### config.mk
export PLATFORM = sky130hd
export DESIGN_NAME = lzwd_ram
export DESIGN_NICKNAME = d
export VERILOG_FILES = /design/src/sv/lzwd_ram.sv
export SDC_FILE = /design/constraint.sdc
export NUM_CORES = 1
export LEC_CHECK = 0
export ABC_AREA = 0
export BUFFER_PORTS_ARGS = -buffer_cell sky130_fd_sc_hd__buf_4
export CORE_ASPECT_RATIO = 1.2
export CORE_MARGIN = 2
export CORE_UTILIZATION = 45
export CTS_CLUSTER_SIZE = 28
export DETAILED_ROUTE_END_ITERATION = 7
export GPL_ROUTABILITY_DRIVEN = 0
export HOLD_SLACK_MARGIN = 0.12
export PLACE_DENSITY = 0.65
export RECOVER_POWER = 25
export SYNTH_ARGS = -nofsm -noshare
export SYNTH_HDL_FRONTEND = slang
export SYNTH_SLANG_ARGS = --single-unit
### constraint.sdc
create_clock -name clk -period 3.05 [get_ports clk]
set_input_delay 0.61 -clock clk [delete_from_list [all_inputs] [get_ports clk]]
set_output_delay 0.61 -clock clk [all_outputs]
set_load 0.01 [all_outputs]
### src/sv/lzwd_ram.sv
module lzwd_ram #(
    parameter int WIDTH = 8,
    parameter int DEPTH = 64
) (
    input  logic                     clk,
    input  logic                     wr_en,
    input  logic [$clog2(DEPTH)-1:0] wr_addr,
    input  logic [WIDTH-1:0]         wr_data,
    input  logic                     rd_en,
    input  logic [$clog2(DEPTH)-1:0] rd_addr,
    output logic [WIDTH-1:0]         rd_data
);

    logic [WIDTH-1:0] mem [DEPTH];

    // one write port, one registered read port
    always_ff @(posedge clk)
    begin
        if (wr_en)
        begin
            mem[wr_addr] <= wr_data;
        end
        if (rd_en)
        begin
            rd_data <= mem[rd_addr];
        end
    end

endmodule

==> impl_metrics.json, run 1 <==
{
  "ant_nets": 0,
  "hold_path_class": "in -> reg",
  "worstPathMaxFanout": 35,
  "setup_viol": 0,
  "p_leak_nw": 7.430,
  "cts_root_buf": "clkbuf_16",
  "end_kind": "flip-flop",
  "power_per_cell_area_nw_per_um2": 643.7,
  "crit_required_ps": 3350,
  "port_buffers": 30,
  "grt_max_degree": 65,
  "slowest_stage": "mux4_2",
  "critical_path_buf_inv_count": 2,
  "dp_hpwl_mm": 27.42,
  "synth_compound_area_share_pct": 2.064,
  "grt_pass1_wl_mm": 65.96,
  "ir_drop_mv": 0.3405,
  "period_share_pct": 81.17,
  "synth_cell_types": 39,
  "tightest_slew_ps": 1451,
  "p_sw_share_pct": 20.25,
  "yosysSeqAreaShare_pct": 77.12,
  "placed_cells": 1581,
  "ios": 31,
  "die_h_microns": 236.4,
  "drv_slew": 0,
  "drive_gt1_share_pct": 30.32,
  "cts_buffer_depth": 3,
  "dr.pass1.iters": 5,
  "antenna_found_initial": 1,
  "seq_power_share_pct": 53.0,
  "core_sq_um": 44670,
  "ys_ff_latch": 520,
  "syn_area_sq_um": 20250,
  "vias": 9845,
  "synth_fa_ha_area_share_pct": 0,
  "status": "complete, no violations",
  "postCtsSetupBuffers": 0,
  "start_util_pct": 45.33,
  "synth_async_sr_flop_share_pct": 0,
  "tns_ps": 0,
  "synth_xor_area_share_pct": 0,
  "drc_errors": 0,
  "synthFlopType": "edfxtp_1",
  "synth_top_family_by_area": "multiplexers",
  "p_sw_mw": 3.036,
  "critPathArrivalTime_ps": 2780,
  "synthSimpleGateAreaFrac_pct": 3.374,
  "routedWlPerCell_microns": 26.59,
  "grt_pass1_vias": 10078,
  "rows": 85,
  "yosysWarnings": 0,
  "dieArea_sq_um": 46710,
  "netlist_instances": 940,
  "syn_area_per_cell_sq_um": 21.54,
  "synth_edf_count": 520,
  "stdcell_count": 1670,
  "internal_power_mw": 11.96,
  "diodes": 0,
  "max-cap-violations": 0,
  "ctsResizeCount": 0,
  "clk_pin_slew_ps": 60,
  "finalHoldViolCount": 0,
  "wl_mm": 44.40,
  "grt_overflow": 0,
  "rsz0062_at_grt": "false",
  "htree_levels": 2,
  "pwr-share-comb_pct": 5.0,
  "fin_skew_ps": 13.39,
  "cts.hold.buffers_added": 0,
  "maxClockFrequency_ghz": 0.4039,
  "cts_sinks": 520,
  "num-nets-final": 1091,
  "cpPeakStageDelay_ps": 540,
  "grt_usage_pct": 19.47,
  "clk_latency_ps": 570,
  "cts_tree": "done",
  "clkPwrFrac_pct": 41.9,
  "avgViaCountPerCell": 5.895,
  "synthMuxAreaShare_pct": 15.88,
  "area_delta_synth_final_pct": 15.04,
  "start_kind": "input pin",
  "crit_family": "buffers and inverters",
  "min_period_ps": 2476,
  "syn-num-nets": 963,
  "die_w_microns": 197.6,
  "cts_buffers": 50,
  "crit_type": "in -> reg",
  "drt_iter0_markers": 994,
  "slew_headroom_pct": 3.295,
  "cp_cell_sequence": "clkbuf_8, buf_4, mux4_2, o221a_2, nor3_1, o32ai_1"
}
[tightest hold or removal path, cell delays in order]
cell       delay, ps
buf_4            180
nand2_1           90
o2bb2ai_1         50
[final timing paths]
check                           slack, ps  depth (start not counted)          to        from
worst max register to register        860                          5  rd_data[4]  mem[29][4]
worst max-delay path                  570                          6  rd_data[4]  rd_addr[0]
worst min-delay path                  540                          3  rd_data[0]  rd_addr[5]
worst min register to register        940                          3  rd_data[6]  mem[31][6]
[per-layer routing]
| metal | vias to the layer above | track usage [%] | part of all wire [%] |
|---|---|---|---|
| met5 | - | 0 | 0.036 |
| met4 | 2 | 6.881 | 3.2 |
| met3 | 82 | 3.689 | 6.8 |
| met2 | 366 | 31.88 | 50 |
| met1 | 5206 | 26.25 | 40 |
| li1 | 4189 | - | - |
[power groups by stage]
stage                     Clock (mW)  Combinational [mW]  Sequential [mW]
final                           6.29               0.752             7.95
after global routing            6.66               0.802             7.95
after CTS                       6.38               0.766             7.95
after detailed placement           0               0.764             8.10
after global placement             0               0.750             8.10
after floorplan                    0               0.422             8.09
[synthesized netlist by cell type, drive strengths merged, types with 2 or more instances]
cell / number / area (sq um)
edfxtp: 520 / 15610
nor4: 2 / 12.51
o221a: 2 / 22.52
a2111oi: 2 / 17.52
o221ai: 8 / 70.07
o2111ai: 3 / 26.28
a22oi: 3 / 22.52
o2bb2ai: 3 / 26.28
nand2b: 7 / 43.79
mux2: 13 / 146.4
a211oi: 4 / 30.03
o21ai: 4 / 20.02
mux4: 126 / 2838
nand4: 2 / 12.51
buf: 34 / 252.7
o22ai: 8 / 50.05
o32ai: 2 / 17.52
nor2b: 14 / 87.58
nor3: 7 / 35.03
nor2: 83 / 311.6
nand3: 13 / 65.06
a21oi: 3 / 15.01
mux2i: 23 / 230.2
nand3b: 3 / 22.52
clkbuf: 17 / 63.81
o21a: 2 / 15.01
nand2: 19 / 71.32
a221oi: 6 / 52.55
o41ai: 2 / 17.52
[final cells by class]
class / instances / area (sq um)
clock buffers: 60 / 1310
clock inverters: 29 / 342.8
fillers: 3439 / 21380
multi-input cells: 369 / 4315
flip-flops and latches: 520 / 15620
well taps: 565 / 706.9
repair buffers: 127 / 1001
[sequential cells by signal, indices dropped and copies added (netlist names)]
signal / flops
rd_data: 8
mem: 512
[per-stage QoR]
step / setup WS (ps) / util [%] / hold slack (ps) / instance area, sq um / power (mW)
floorplan: 633.7 / - / 708.9 / 20250 / 8.514
global placement: -22.31 / 48.49 / 921.9 / 21660 / 8.845
detailed placement: -62.59 / 48.49 / 936.2 / 21660 / 8.862
CTS: 535.0 / 52.19 / 345.5 / 23310 / 15.09
global route: 525.3 / 52.14 / 535.2 / 23290 / 15.42
finish: 574.4 / 52.14 / 536.3 / 23290 / 14.99
[cell families after synthesis]
| kind of cell | Yosys count |
|---|---|
| AO/OA/AOI/OAI | 54 |
| buffers and inverters | 51 |
| flip-flops | 520 |
| multiplexers | 162 |
| AND/OR/NAND/NOR | 153 |
[placed cells by master (no fill, tap or decap), types with 8 or more instances in the layout]
cell       count
buf_4        113
bufinv_16      8
clkbuf_1      10
clkbuf_16     51
clkinv_1      12
edfxtp_1     520
mux2_2        13
mux2i_1       23
mux4_2       126
nand2_1       19
nand3_1       13
nor2_1        83
nor2b_1       14
o221ai_1       8
o22ai_1        8
No activity file was read; power rests on OpenSTA's default activity.
==> run 2, diff against run 1 <==
PLACE_DENSITY = 0.68   (was 0.65)
clock period = 2.2 ns   (was 3.05 ns; I/O delays follow)
==> impl_metrics.json, run 2 (synthesis results as in run 1) <==
{
  "status": "finished with violations",
  "violations": "max-capacitance violations, max-slew violations",
  "finalHoldViolCount": 0,
  "avgViaCountPerCell": 5.793,
  "cts.hold.buffers_added": 0,
  "cpPeakStageDelay_ps": 590,
  "placed_cells": 1653,
  "clk_latency_ps": 560,
  "hold_path_class": "in -> reg",
  "regMostFlops": "mem",
  "p_leak_nw": 7.764,
  "drv_slew": 35,
  "slowest_stage": "a2111oi_0",
  "area_delta_synth_final_pct": 17.69,
  "grt_pass1_wl_mm": 67.19,
  "drc_errors": 0,
  "wl_mm": 44.57,
  "whs_ps": 377.9,
  "grt_max_degree": 65,
  "cts_buffer_depth": 3,
  "maxClockFrequency_ghz": 0.4599,
  "critPathArrivalTime_ps": 2480,
  "end_kind": "flip-flop",
  "period_share_pct": 98.83,
  "die_h_microns": 236.4,
  "cpMostUsedCell": "buf_4",
  "start_kind": "input pin",
  "min_period_ps": 2174,
  "cts_tree": "done",
  "final_cell_mix": "edfxtp_1, buf_4, mux4_2",
  "fin_skew_ps": 14.82,
  "worstPathMaxFanout": 6,
  "power_per_cell_area_nw_per_um2": 862.1,
  "tightest_slew_ps": 1622,
  "antenna_found_initial": 1,
  "slew_headroom_pct": -8.147,
  "drive_gt1_share_pct": 34.58,
  "cts_sinks": 520,
  "clk_pin_slew_ps": 60,
  "dp_hpwl_mm": 28.71,
  "die_w_microns": 197.6,
  "dpl_cell_area_sq_um": 22280,
  "stdcell_count": 1741,
  "cts_buffers": 47,
  "grt_pass1_vias": 10581,
  "dr.pass1.iters": 5,
  "final_common_cell": "edfxtp_1",
  "max-cap-violations": 1,
  "htree_levels": 2,
  "port_buffers": 30,
  "grt_overflow": 0,
  "setup_viol": 0,
  "top_regs": "mem (512), rd_data (8)",
  "cp_cell_sequence": "clkbuf_8, buf_4, buf_4, mux4_2, nor2b_1, a2111oi_0, buf_4, o41ai_1",
  "ant_nets": 0,
  "largest_reg_flops": 512,
  "ir_drop_mv": 0.4349,
  "crit_required_ps": 2500,
  "vias": 10086,
  "core_sq_um": 44670,
  "rows": 85,
  "drt_iter0_markers": 1036,
  "num-nets-final": 1160,
  "routedWlPerCell_microns": 25.60,
  "power.total_mw": 20.54,
  "rsz0062_at_grt": "false",
  "ios": 31,
  "cts_root_buf": "clkbuf_16",
  "fillers": 3388,
  "tns_ps": 0,
  "start_util_pct": 45.33,
  "dieArea_sq_um": 46710,
  "grt_usage_pct": 19.70,
  "crit_type": "in -> reg",
  "final_area_sq_um": 23830
}
-- run 2: per-stage QoR --
stage          util [%]  setup WS (ps)
6_report          53.35          25.76
5_1_grt           53.34          3.777
4_1_cts           53.42          34.86
3_5_place_dp      49.87         -555.3
3_3_place_gp      49.87         -509.1
2_1_floorplan         -          13.45
-- run 2: final timing paths --
path | cells past startpoint | slack (ps) | end | startpoint
setup / recovery | 8 | 30 | rd_data[3] | rd_addr[0]
hold / removal | 2 | 380 | rd_data[5] | rd_addr[5]
setup reg to reg | 6 | 50 | rd_data[6] | mem[16][6]
hold reg to reg | 4 | 900 | rd_data[0] | mem[23][0]
-- run 2: per-layer routing --
metal	share of wire, %	track usage (%)	vias to the layer above
li1	-	-	4335
met4	3.2	7.154	0
met2	50	32.96	361
met5	0	0	-
met1	40	26.14	5310
met3	6.5	3.289	80
-- run 2: repair_timing --
item	in CTS	in global routing
gates resized for setup	0	1
buffers inserted	0	0
setup endpoints to repair	0	1
hold endpoints to repair	0	0
-- run 2: layout make-up --
| class | count | area (sq um) | area share [%] |
|---|---|---|---|
| Clock inverter | 27 | 324.1 | 1.360 |
| Clock buffer | 59 | 1264 | 5.303 |
| Multi-Input combinational cell | 369 | 4315 | 18.11 |
| Tap cell | 565 | 706.9 | 2.967 |
| Sequential cell | 520 | 15620 | 65.53 |
| Antenna cell | 2 | 5.005 | 0.02100 |
| Timing Repair Buffer | 199 | 1599 | 6.710 |
-- run 2: worst max-delay path, delay by kind of cell --
kind / cells / cell delay, ps
and+or+nand+nor: 1 / 150
AOI/OAI and AO/OA: 2 / 660
buffers and inverters: 4 / 710
muxes: 1 / 520
-- run 2: power breakdown --
part,internal [mW],switching [mW]
Sequential,11.0,0.0262
Clock,4.91,3.48
Combinational,0.499,0.639
